==> config.mk <==
export PLATFORM = sky130hd
export DESIGN_NAME = spti_cell
export DESIGN_NICKNAME = d
export VERILOG_FILES = /design/src/rtl/core/spti_pkg.sv /design/src/rtl/core/spti_cell.sv
export SDC_FILE = /design/constraint.sdc
export NUM_CORES = 1
export LEC_CHECK = 0
export BUFFER_PORTS_ARGS = -buffer_cell sky130_fd_sc_hd__buf_4
export CORE_MARGIN = 1.5
export CORE_UTILIZATION = 30
export CTS_BUF_LIST = sky130_fd_sc_hd__clkbuf_8 sky130_fd_sc_hd__clkbuf_16
export CTS_CLUSTER_DIAMETER = 50
export DETAILED_ROUTE_END_ITERATION = 10
export MAX_ROUTING_LAYER = met4
export PLACE_DENSITY = 0.7
export SETUP_SLACK_MARGIN = 0.05
export SLEW_MARGIN = 10
export SYNTH_ARGS = -nofsm -noshare
export SYNTH_HDL_FRONTEND = slang
export SYNTH_SLANG_ARGS = --single-unit
==> constraint.sdc <==
create_clock -name clock -period 16.91 [get_ports clock]
set_input_delay 0.8455 -clock clock [delete_from_list [all_inputs] [get_ports clock]]
set_output_delay 0.8455 -clock clock [all_outputs]
set_load 0.05 [all_outputs]
==> src/rtl/core/spti_pkg.sv <==
// ----------------------------------------------------------------------------
// spti_pkg
// Shared types and constants of the sorted point table interpolator.
// ----------------------------------------------------------------------------
package spti_pkg;

   localparam int DEPTH_DEFAULT = 256;
   localparam int DATA_W        = 32;
   localparam int SUM_W         = 40;

   // Operation codes carried by req_opcode.
   localparam logic OP_INSERT = 1'b0;
   localparam logic OP_QUERY  = 1'b1;

   // What one cell hands to its right-hand neighbor.
   typedef struct packed {
      logic [DATA_W-1:0] energy;
      logic [DATA_W-1:0] sigma;
      logic              shift;   // this cell moves right on an insert
      logic              ge;      // this cell holds an energy >= the query
   } link_type;

   // The two points that bracket a query energy.
   typedef struct packed {
      logic [DATA_W-1:0] e_lo;
      logic [DATA_W-1:0] s_lo;
      logic [DATA_W-1:0] e_hi;
      logic [DATA_W-1:0] s_hi;
   } span_type;

endpackage

==> src/rtl/core/spti_cell.sv <==
// ----------------------------------------------------------------------------
// spti_cell
// One table slot: holds a point, shifts right on a sorted insert and flags
// itself when it is the first point at or above the query energy.
// ----------------------------------------------------------------------------
module spti_cell
   import spti_pkg::*;
(
   input  logic              clock,
   input  logic              ins_en,
   input  logic [DATA_W-1:0] ins_energy,
   input  logic [DATA_W-1:0] ins_sigma,
   input  logic [DATA_W-1:0] qry_energy,
   input  logic              occupied,
   input  link_type          left,
   output link_type          right,
   output span_type          span
);

   logic [DATA_W-1:0] energy_ff;
   logic [DATA_W-1:0] sigma_ff;

   always_comb begin
      right.energy = energy_ff;
      right.sigma  = sigma_ff;
      right.shift  = !occupied || (energy_ff > ins_energy);
      right.ge     = occupied && (energy_ff >= qry_energy);
      if (right.ge && !left.ge) begin
         span = '{e_lo: left.energy, s_lo: left.sigma, e_hi: energy_ff, s_hi: sigma_ff};
      end else begin
         span = '0;
      end
   end

   // Cells above the insert point take their neighbor's point; the first of
   // them (the boundary) takes the new point.
   always_ff @(posedge clock) begin
      if (ins_en) begin
         if (left.shift) begin
            energy_ff <= left.energy;
            sigma_ff  <= left.sigma;
         end else if (right.shift) begin
            energy_ff <= ins_energy;
            sigma_ff  <= ins_sigma;
         end
      end
   end

endmodule

==> results.py <==
metrics = {
    "detailed_routing": {
        "vias_per_cell": 4.778,
        "wirelength_um": 21600,
        "wl_per_cell_um": 16.68,
        "drtPass1Iterations": 4,
        "remaining_drc_errors": 0,
        "route.vias.total": 6188,
        "drt.antenna.violating_nets": 0,
        "drt_iter0_drc": 222,
    },
    "floorplanning": {
        "start_util": 0.3063,
        "core_um2": 19460,
        "die_h_um": 144.0,
        "row_count": 51,
        "die_area_um2": 20720,
        "fp.dieW_um": 144.0,
        "ioPinCount": 359,
    },
    "layout": {
        "nets": 1254,
        "syn_to_final_growth_pct": 54.11,
        "drive_gt1_frac": 0.4505,
        "n_antenna_cell": 0,
    },
    "pwr": {
        "irDropWorstVdd_v": 0.00005640,
        "p_leak_uw": 0.004482,
        "powerDensity_nw_per_um2": 75.44,
    },
    "synth": {
        "ys_ff_latch": 64,
        "synth_edf_count": 64,
        "syn-num-nets": 931,
        "synth_cell_types": 33,
        "synth_top_area_cell": "edfxtp_1",
        "synth.most_common_cell": "inv_1",
        "yosys_warnings": 0,
        "yosys.area_share.adder": 0.1343,
        "synthXorXnorAreaFrac": 0,
        "synth_top_family_by_area": "compound AO/OA/AOI/OAI gates",
        "yosysSeqAreaShare": 0.3224,
        "synth.avg_cell_area_um2": 8.491,
        "muxShareOfSynthArea": 0.06234,
        "synth_cells": 702,
        "synthTopCellsByCount": "inv_1 (131), nand2_1 (114), a21oi_1 (87)",
        "synth_compound_area_frac": 0.2529,
        "synthFlopType": "edfxtp_1",
        "async_reset_ff_frac": 0,
        "yosys.area_share.simple": 0.1016,
        "synth.top_cells.by_area": "edfxtp_1 (32%), ha_1 (13%), a211oi_2 (9.9%)",
        "syn-cell-area_um2": 5961,
        "synth_top_area_frac": 0.3224,
    },
    "cts": {
        "cts_buffers": 9,
        "path_clk_slew_ps": 70,
        "clk_latency_ps": 330,
        "hold_buffers": 0,
        "postCtsSetupRepairBufs": 0,
        "cts_max_level": 3,
        "ctsLongestPathBuffers": 2,
        "clockRootBuffer": "clkbuf_16",
        "cts.sinks": 64,
        "cts_resized": 0,
        "tritoncts": "built",
    },
    "setup_path": {
        "rr_startpoint": "energy_ff[14]$_DFFE_PP_",
        "crit_required_ps": 16060,
        "path_class": "input port to primary output",
        "worst_ep_arrival_time_ps": 4030,
        "end_kind": "primary output",
        "worst_setup_path_start_kind": "input port",
        "crit_fanout": 82,
        "rr_endpoint": "sigma_ff[12]$_DFFE_PP_",
        "r2r_cells": 8,
        "reg2reg_setup_slack_ps": 13460,
    },
    "sta": {
        "setup_viol": 0,
        "tightest_slew_ps": 1103,
        "finalSetupTns_ps": 0,
        "fin_ws_ps": 12030,
        "hold_viol": 0,
        "rsz0062_at_grt": "no",
        "max_freq_ghz": 0.2051,
        "relSlewSlack": 0.2646,
        "slew_viol_final": 0,
        "min_period_ps": 4876,
        "fin_crit_sh": 0.2883,
        "finClkSkew_ps": 11.08,
    },
    "worst_hold_path": {
        "hold_path_depth": 3,
        "hold_end": "energy_ff[2]$_DFFE_PP_",
        "min_from": "left[36]",
        "hp-class": "input port to register",
    },
    "place": {
        "gp_congestion": 0.8386,
        "dpl.hpwl_um": 16210,
        "port_buffers": 358,
        "pre_cts_ws_ps": 12130,
    },
    "global_route": {
        "grt_antenna_before_repair": 0,
        "grtUsageTotal": 0.2002,
        "overflow": 0,
        "grt_pass1_vias": 5679,
        "grt_max_degree": 86,
        "grt_pass1_wl_um": 30860,
    },
    "job": {
        "cap_violations": 0,
    },
    "status": {
        "status": "completed",
    },
}
-- report_power, final --
group,switching (uW),internal (uW)
combinational,166,87.6
sequential,11.7,191
clock,76.6,160
total,255,438
-- cell families (layout without fill, tap and decap cells) --
family | count (synthesis) | in the layout
adders and majority gates | 64 | 64
muxes | 33 | 33
and+or+nand+nor | 146 | 146
buffers and inverters | 184 | 512
DFF | 64 | 64
AOI/OAI and AO/OA | 211 | 211
-- metrics by stage --
step                      cells  power [uW]  hold WS, ps  utilization  area [um2]
after floorplan             702       367.0         1033            -        5961
after global placement     1279       456.6         1129       0.4532        8820
after detailed placement   1279       459.8         1136       0.4532        8820
after CTS                  1295       699.5        783.8       0.4720        9186
after global routing       1295       724.8        795.2       0.4720        9186
final                      1295       693.0        798.1       0.4720        9186
-- state kept, by name (all words and copies together) (netlist names) --
register / count
energy_ff: 32
sigma_ff: 32
-- worst max-delay path: stages --
cell      delay, ps
buf_4            80
inv_1            30
ha_1            300
a21oi_1         160
nor2_1           60
a211oi_1        200
o21ai_0         160
a211oi_4        220
buf_4           530
buf_4           840
a211oi_1        190
buf_4           260
-- cell usage in the layout, fill, tap and decap left out, drive strengths merged --
cell type	count
a211o	1
bufinv	4
nor2	7
o211a	1
a221oi	2
clkinv	1
edfxtp	64
a21oi	87
nand2b	3
nor2b	4
a21o	2
a21boi	1
clkbuf	9
and4	1
nor4	3
o21ai	42
o22ai	1
nand3	4
and3	1
a41oi	1
a31oi	2
nand2	114
inv	133
a211oi	68
mux2	33
buf	365
ha	64
o2111ai	1
nand4	7
o211ai	2
nor3	2
-- worst max-delay path by stage --
stage,startpoint,endpoint,slack (ps),cells after the start
2_1_floorplan,ins_energy[14],energy_ff[0]$_DFFE_PP_,11120,8
3_3_place_gp,qry_energy[25],span[32],12170,12
3_5_place_dp,qry_energy[25],span[65],12130,12
4_1_cts,qry_energy[25],span[65],12120,12
5_1_grt,qry_energy[25],span[22],11870,12
6_report,qry_energy[25],span[65],12030,12
-- final cells by class --
cell class	count	area, um2
Fill cell	1904	10280
Multi-Input combinational cell	454	3334
Timing Repair Buffer	365	2740
Sequential cell	64	1922
Inverter	131	491.7
Tap cell	265	331.6
Clock buffer	9	225.2
Clock inverter	7	141.4
-- routing by layer --
layer	GRT usage	vias to the layer above	part of all wire
met1	0.2444	2870	0.42
met5	-	-	0
met4	0.05478	0	0.015
met2	0.3352	224	0.50
met3	0.04032	25	0.064
li1	-	3069	-
Power figures use the tool's default switching activity.
