## src/rtl/core/spti_pkg.sv

```systemverilog
// ----------------------------------------------------------------------------
// spti_pkg
// Shared types and constants of the sorted point table interpolator.
// ----------------------------------------------------------------------------
package spti_pkg;

   localparam int DEPTH_DEFAULT = 256;
   localparam int DATA_W        = 32;
   localparam int SUM_W         = 40;

   // Operation codes carried by req_opcode.
   localparam logic OP_INSERT = 1'b0;
   localparam logic OP_QUERY  = 1'b1;

   // What one cell hands to its right-hand neighbor.
   typedef struct packed {
      logic [DATA_W-1:0] energy;
      logic [DATA_W-1:0] sigma;
      logic              shift;   // this cell moves right on an insert
      logic              ge;      // this cell holds an energy >= the query
   } link_type;

   // The two points that bracket a query energy.
   typedef struct packed {
      logic [DATA_W-1:0] e_lo;
      logic [DATA_W-1:0] s_lo;
      logic [DATA_W-1:0] e_hi;
      logic [DATA_W-1:0] s_hi;
   } span_type;

endpackage

```

## src/rtl/core/spti_divider.sv

```systemverilog
// ----------------------------------------------------------------------------
// spti_divider
// Restoring divider, one quotient bit per cycle, for a 64-bit dividend whose
// quotient is known to fit in 32 bits.
// ----------------------------------------------------------------------------
module spti_divider
   import spti_pkg::*;
(
   input  logic                clock,
   input  logic                reset,
   input  logic                start,
   input  logic [2*DATA_W-1:0] dividend,
   input  logic [DATA_W-1:0]   divisor,
   output logic [DATA_W-1:0]   quotient,
   output logic                done
);

   localparam int STEP_W = $clog2(DATA_W);

   logic [DATA_W-1:0] rem_ff,  rem_in;
   logic [DATA_W-1:0] quo_ff,  quo_in;
   logic [DATA_W-1:0] div_ff;
   logic [STEP_W-1:0] step_ff;
   logic              busy_ff;
   logic              done_ff;
   logic [DATA_W:0]   trial;

   always_comb begin
      trial = {rem_ff, quo_ff[DATA_W-1]};
      if (trial >= {1'b0, div_ff}) begin
         rem_in = DATA_W'(trial - {1'b0, div_ff});
         quo_in = {quo_ff[DATA_W-2:0], 1'b1};
      end else begin
         rem_in = trial[DATA_W-1:0];
         quo_in = {quo_ff[DATA_W-2:0], 1'b0};
      end
   end

   always_ff @(posedge clock) begin
      if (reset) begin
         busy_ff <= 1'b0;
         done_ff <= 1'b0;
         step_ff <= '0;
      end else begin
         done_ff <= 1'b0;
         if (start) begin
            busy_ff <= 1'b1;
            step_ff <= '0;
            rem_ff  <= dividend[2*DATA_W-1:DATA_W];
            quo_ff  <= dividend[DATA_W-1:0];
            div_ff  <= divisor;
         end else if (busy_ff) begin
            rem_ff  <= rem_in;
            quo_ff  <= quo_in;
            step_ff <= step_ff + 1'b1;
            if (step_ff == STEP_W'(DATA_W - 1)) begin
               busy_ff <= 1'b0;
               done_ff <= 1'b1;
            end
         end
      end
   end

   assign quotient = quo_ff;
   assign done     = done_ff;

   done_not_busy_a: assert property (@(posedge clock) disable iff (reset)
      done_ff |-> !busy_ff) else $error("divider done while busy");

endmodule

```

## config.mk

```make
export PLATFORM = sky130hd
export DESIGN_NAME = spti_divider
export DESIGN_NICKNAME = d
export VERILOG_FILES = /design/src/rtl/core/spti_pkg.sv /design/src/rtl/core/spti_divider.sv
export SDC_FILE = /design/constraint.sdc
export NUM_CORES = 1
export LEC_CHECK = 0
export BUFFER_PORTS_ARGS = -buffer_cell sky130_fd_sc_hd__buf_2
export CAP_MARGIN = 20
export CORE_MARGIN = 2
export CORE_UTILIZATION = 49
export DETAILED_ROUTE_END_ITERATION = 10
export HOLD_SLACK_MARGIN = 0.15
export PLACE_DENSITY = 0.8
export SLEW_MARGIN = 10
export SYNTH_ARGS = -nofsm -noshare
export SYNTH_HDL_FRONTEND = slang
export SYNTH_SLANG_ARGS = --single-unit
export TNS_END_PERCENT = 30
```

## constraint.sdc

```tcl
create_clock -name clock -period 4.5 [get_ports clock]
set_input_delay 0.45 -clock clock [delete_from_list [all_inputs] [get_ports clock]]
set_output_delay 0.45 -clock clock [all_outputs]
set_load 0.02 [all_outputs]
```

==> results of run 1 <==
[cells by family (layout without fill, tap and decap cells)]
group | Yosys count | after routing | share of synthesized area
xor+xnor | 29 | 29 | 0.0410
mux | 42 | 42 | 0.0745
compound gates | 133 | 133 | 0.147
fa+ha+maj | 35 | 35 | 0.0719
simple gates | 168 | 168 | 0.129
buf+inv | 74 | 196 | 0.0483
flops | 103 | 103 | 0.488
[flip-flops by register name, indices dropped and copies added, names as in the netlist]
signal	count
done	1
busy_ff	1
div_ff	32
quotient	32
rem_ff	32
step_ff	5
[how the worst min path moves through the flow]
stage / from / end
final: divisor[24] / div_ff[24]
after global routing: divisor[24] / div_ff[24]
after CTS: divisor[0] / div_ff[0]
after detailed placement: step_ff[4] / step_ff[4]
after global placement: step_ff[4] / step_ff[4]
after floorplan: step_ff[4] / step_ff[4]
[final cells by class]
cell class | count | share of cell area
Timing Repair Buffer | 136 | 0.0953
Clock buffer | 10 | 0.0315
Multi-Input combinational cell | 407 | 0.397
Clock inverter | 6 | 0.00860
Inverter | 44 | 0.0227
Sequential cell | 103 | 0.416
Tap cell | 172 | 0.0296
[metal layers]
layer,wire (um),vias up,track usage
met1,6280,2352,0.278
met3,1180,11,0.0711
met4,166,0,0.0556
li1,-,2401,-
met2,6990,192,0.382
met5,0,-,0
[placed cells by master (no fill, tap or decap), types with 2 or more instances in the layout]
cell type	count
nand3_1	34
xnor2_1	12
xor2_1	17
a211oi_1	2
and3_1	7
ha_1	34
buf_2	131
o311ai_1	18
edfxtp_1	96
mux2i_1	9
dfxtp_1	7
o31ai_1	3
a21o_1	13
nand4_1	6
nor4_1	3
or3_1	4
clkbuf_16	9
nand2_1	54
a31o_1	2
mux2_2	33
a31oi_1	13
nand2b_1	4
inv_1	44
a21oi_1	33
nor3_1	6
a221o_1	3
o21ai_0	21
nor2b_1	4
o21a_1	4
or2_2	2
o211ai_1	3
nor2_1	30
o21bai_1	4
a21bo_2	2
inv_6	3
and2_1	6
buf_4	5
[critical path, cell delays in order, from the launching register on]
cell	delay, ns
edfxtp_1	0.39
ha_1	0.39
a21o_1	0.22
a21o_1	0.18
a21oi_1	0.28
nand3_1	0.12
nor3b_1	0.26
o31a_2	0.76
buf_4	0.35
mux2i_1	0.20
a21oi_1	0.08
[power breakdown]
| part | switching [W] | internal [W] |
|---|---|---|
| registers | 0.0000366 | 0.00114 |
| logic | 0.000419 | 0.000298 |
| clock network | 0.000396 | 0.000392 |
| total | 0.000852 | 0.00183 |
[per-stage QoR]
step	cell area (um^2)	setup slack [ns]
after detailed placement	6980	1.00
final	7270	0.987
after global placement	6980	1.12
after CTS	7270	1.00
after global routing	7270	0.712
after floorplan	6200	0.248
==> flow_summary.json, run 1 <==
{
  "hold_slack_ns": 0.261,
  "ys_warn_count": 0,
  "first_pass_iters": 5,
  "worstSetupEndpoint": "rem_ff[10]",
  "grt_max_degree": 53,
  "utilization": 0.584,
  "yosysTopAreaCell": "edfxtp_1",
  "worstReg2RegEnd": "rem_ff[10]",
  "synth_edf_count": 96,
  "multi_input_area_um2": 2890,
  "cts_tree": "built",
  "syn_inst": 584,
  "drt_iter0_drc": 357,
  "layoutNonFillerInstCount": 878,
  "tightestPinTransition_ns": 0.872,
  "place_inst": 862,
  "end_kind": "flip-flop",
  "fmax_mhz": 285,
  "ys_seq_area_frac": 0.488,
  "ys_seq_elements": 103,
  "htree_levels": 3,
  "synth.area.top_cells": "edfxtp_1 (47%), ha_1 (6.9%), mux2_2 (6.0%)",
  "area_growth_syn_to_layout_pct": 17.4,
  "cts-resized-gates": 0,
  "crit_fanout": 39,
  "pin_count": 132,
  "synth.distinct_cells": 57,
  "setup_violations": 0,
  "core_um2": 12500,
  "grt_pass1_wl_mm": 23.5,
  "clkTransAtPathRegs_ns": 0.08,
  "antenna_found_initial": 0,
  "yosysMostFrequentCell": "edfxtp_1",
  "ff_latch_area_um2": 3020,
  "worst_skew_pair.late_latency_ns": 0.36,
  "cts_root_buffer": "clkbuf_16",
  "p_leak_nw": 3.05,
  "ant_nets": 0,
  "fin_nets": 835,
  "num_rows": 41,
  "cap_viol_max_count": 0,
  "grt_use_total": 0.224,
  "powerDensity_nw_per_um2": 369,
  "arrival_ns": 3.60,
  "grt_pass1_vias": 4975,
  "dieArea_um2": 13600,
  "r2r-start": "rem_ff[21]",
  "timing.final.crit_share": 0.781,
  "rrSetupSlack_ns": 0.99,
  "num_vias": 4956,
  "crit_start": "rem_ff[21]",
  "gp_congestion": 0.938,
  "start_util": 0.497,
  "drc": 0,
  "cts_max_path_buffers": 2,
  "finalMaxSlewViolations": 0,
  "status": "finished clean",
  "routed_wirelength_mm": 14.6,
  "numCtsBuffers": 9,
  "start_kind": "flip-flop",
  "synth_area_per_cell_um2": 10.6,
  "io_buffer_count": 131,
  "via_per_inst": 5.64,
  "synth_top_area_share": 0.465,
  "path_class": "reg2reg",
  "die_y_um": 116,
  "post_cts_buffers": 0,
  "slew_headroom": 0.417,
  "cts.sinks": 103,
  "cts_hold_buf": 0,
  "hold_path_class": "in2reg",
  "fin_tns_setup_ns": 0,
  "synth_ff_type": "edfxtp_1",
  "die_w_um": 116,
  "synth_area_um2": 6200,
  "drive_gt1_frac": 0.278,
  "grt_overflow": 0,
  "fin_skew_ns": 0.0113,
  "ir_drop_uv": 273,
  "grt_setup_unrepaired": "no",
  "fillCellCount": 1048,
  "synthTopCellsByCount": "edfxtp_1 (96), nand2_1 (54), inv_1 (44)",
  "period_minus_slack_ns": 3.51,
  "crit_required_ns": 4.59,
  "dp_hpwl_mm": 10.8,
  "r2r_cells": 10,
  "hold_depth": 1,
  "wl_per_cell_um": 16.7,
  "insertedDiodeCount": 0,
  "async_flop_share": 0,
  "power_w": 0.00269,
  "synth_nets": 718,
  "hold_viol_final": 0
}
No activity file was read; power rests on OpenSTA's default activity.
==> inputs of run 2 (changes only) <==
clock period = 3.2 ns   (was 4.5 ns; I/O delays follow)
==> run 2 against run 1 <==
Register-to-register slack got worse by 0.79 ns. Largest cell class unchanged. Critical endpoint is now rem_ff[18]. Fmax is 17% higher. Utilization grew 3.7 points. Die area stayed put. Wire length rose by 1.5%. Hold slack lost 0.057 ns. Clock-buffer cell count unchanged. Combinational power increased by 51%. Clock power up 36%.
==> flow_summary.json, run 2 (synthesis gave the netlist of run 1 again) <==
{
  "num_rows": 41,
  "cts_root_buffer": "clkbuf_16",
  "cpMaxStageDelayCell": "edfxtp_1",
  "fin_tns_setup_ns": 0,
  "internal_power_w": 0.00263,
  "num_vias": 5056,
  "crit_fanout": 34,
  "core_um2": 12500,
  "ir_drop_uv": 384,
  "grt_overflow": 0,
  "cts.sinks": 103,
  "p_clk_frac": 0.281,
  "timing.final.crit_share": 0.939,
  "dieArea_um2": 13600,
  "hold_path_class": "in2reg",
  "path_class": "reg2reg",
  "setup_violations": 0,
  "utilization": 0.621,
  "gp_congestion": 0.913,
  "finalMaxSlewViolations": 0,
  "r2r_cells": 10,
  "drc": 0,
  "ant_nets": 0,
  "tightestPinTransition_ns": 0.708,
  "grt_pass1_wl_mm": 24.2,
  "die_w_um": 116,
  "period_minus_slack_ns": 3.00,
  "first_pass_iters": 5,
  "grt_pass1_vias": 5137,
  "dp_hpwl_mm": 10.8,
  "rrSetupSlack_ns": 0.20,
  "via_per_inst": 5.50,
  "die_y_um": 116,
  "cp_cell_sequence": "ha_1 -> nor2b_1 -> o21bai_1 -> a311oi_2 -> o211ai_1 -> nor3b_1 -> o31a_2 -> buf_12 -> and3_1 -> a221o_1",
  "pin_count": 132,
  "end_kind": "flip-flop",
  "hold_viol_final": 0,
  "p_leak_nw": 3.24,
  "worstReg2RegEnd": "rem_ff[18]",
  "drive_gt1_frac": 0.282,
  "worst_skew_pair.late_latency_ns": 0.36,
  "start_kind": "flip-flop",
  "arrival_ns": 3.12,
  "routed_wirelength_mm": 14.8,
  "min_to": "busy_ff",
  "fin_skew_ns": 0.0126,
  "hold_depth": 2,
  "cts_tree": "built",
  "r2r-start": "rem_ff[0]",
  "p_sw_w": 0.00118,
  "wl_per_cell_um": 16.1,
  "final_common_cell": "buf_2",
  "status": "finished clean",
  "insertedDiodeCount": 0,
  "fin_nets": 877,
  "max_stage_delay_ns": 0.44,
  "layout_common_cells": "buf_2 (131), edfxtp_1 (96), nand2_1 (54)",
  "seqPwrFrac": 0.436,
  "grt_setup_unrepaired": "no",
  "cap_viol_max_count": 0,
  "cts_max_path_buffers": 2,
  "p_comb_frac": 0.283,
  "clkTransAtPathRegs_ns": 0.08,
  "htree_levels": 3,
  "io_buffer_count": 131,
  "fmax_mhz": 333,
  "grt_max_degree": 82,
  "powerDensity_nw_per_um2": 493,
  "hold_path_startpoint": "reset",
  "crit_required_ns": 3.31,
  "grt_use_total": 0.229,
  "area_growth_syn_to_layout_pct": 24.9,
  "start_util": 0.497,
  "swShare": 0.310,
  "antenna_found_initial": 0,
  "slew_headroom": 0.527,
  "drt_iter0_drc": 359,
  "numCtsBuffers": 9
}
[run 2: cell types whose count changed in the layout (fill, tap and decap cells not counted), sizes merged]
cell,before,now
buf,136,146
dlygate4sd3,0,32
[run 2: worst max-delay path by stage]
stage	depth (start not counted)	endpoint	slack [ns]	from
after CTS	10	rem_ff[18]	0.14	rem_ff[3]
after detailed placement	10	rem_ff[20]	0.15	rem_ff[3]
final	10	rem_ff[18]	0.20	rem_ff[0]
after floorplan	4	quotient[0]	0.14	start
after global placement	10	rem_ff[18]	0.25	rem_ff[3]
after global routing	10	rem_ff[10]	0.01	rem_ff[8]
[run 2: timing repair]
action	CTS	global route
endpoints found under the hold margin	32	0
endpoints found under the setup margin	0	5
buffers inserted	0	1
resized for setup	0	5
hold buffers	32	0
[run 2: critical path: cells and delay by family (launching register included)]
kind            cells  cell delay [ns]
flops               1             0.44
simple gates        3             0.56
fa+ha+maj           1             0.32
buf+inv             1             0.19
compound gates      5             1.23
[run 2: layout make-up]
class	count	area, um^2
Inverter	44	165
Multi-Input combinational cell	407	2930
Clock buffer	10	229
Sequential cell	103	3020
Timing Repair Buffer	178	1130
Tap cell	172	215
Fill cell	1034	4720
Clock inverter	6	51.3
[run 2: routing by layer]
layer  up-vias  part of all wire  global-route usage
met4         0             0.013              0.0659
met2       176              0.48               0.401
met1      2382              0.43               0.279
met3        13             0.069              0.0586
li1       2485                 -                   -
met5         -                 0                   0
[run 2: per-stage QoR]
step | hold WS (ns) | setup slack, ns | cells | area (um^2) | total power, W
6_report | 0.204 | 0.196 | 920 | 7740 | 0.00381
2_1_floorplan | 0.393 | 0.142 | 584 | 6200 | 0.00242
3_3_place_gp | 0.484 | 0.251 | 871 | 7090 | 0.00268
4_1_cts | 0.195 | 0.141 | 919 | 7690 | 0.00381
3_5_place_dp | 0.498 | 0.146 | 871 | 7090 | 0.00271
5_1_grt | 0.219 | 0.0123 | 920 | 7740 | 0.00400
[run 2: power by group through the flow]
| stage | Combinational (W) | Sequential (W) | Clock [W] |
|---|---|---|---|
| after floorplan | 0.000716 | 0.00171 | 0 |
| after global routing | 0.00120 | 0.00168 | 0.00113 |
| after detailed placement | 0.00103 | 0.00169 | 0 |
| after CTS | 0.00106 | 0.00166 | 0.00108 |
| after global placement | 0.000992 | 0.00168 | 0 |
| final | 0.00108 | 0.00166 | 0.00107 |
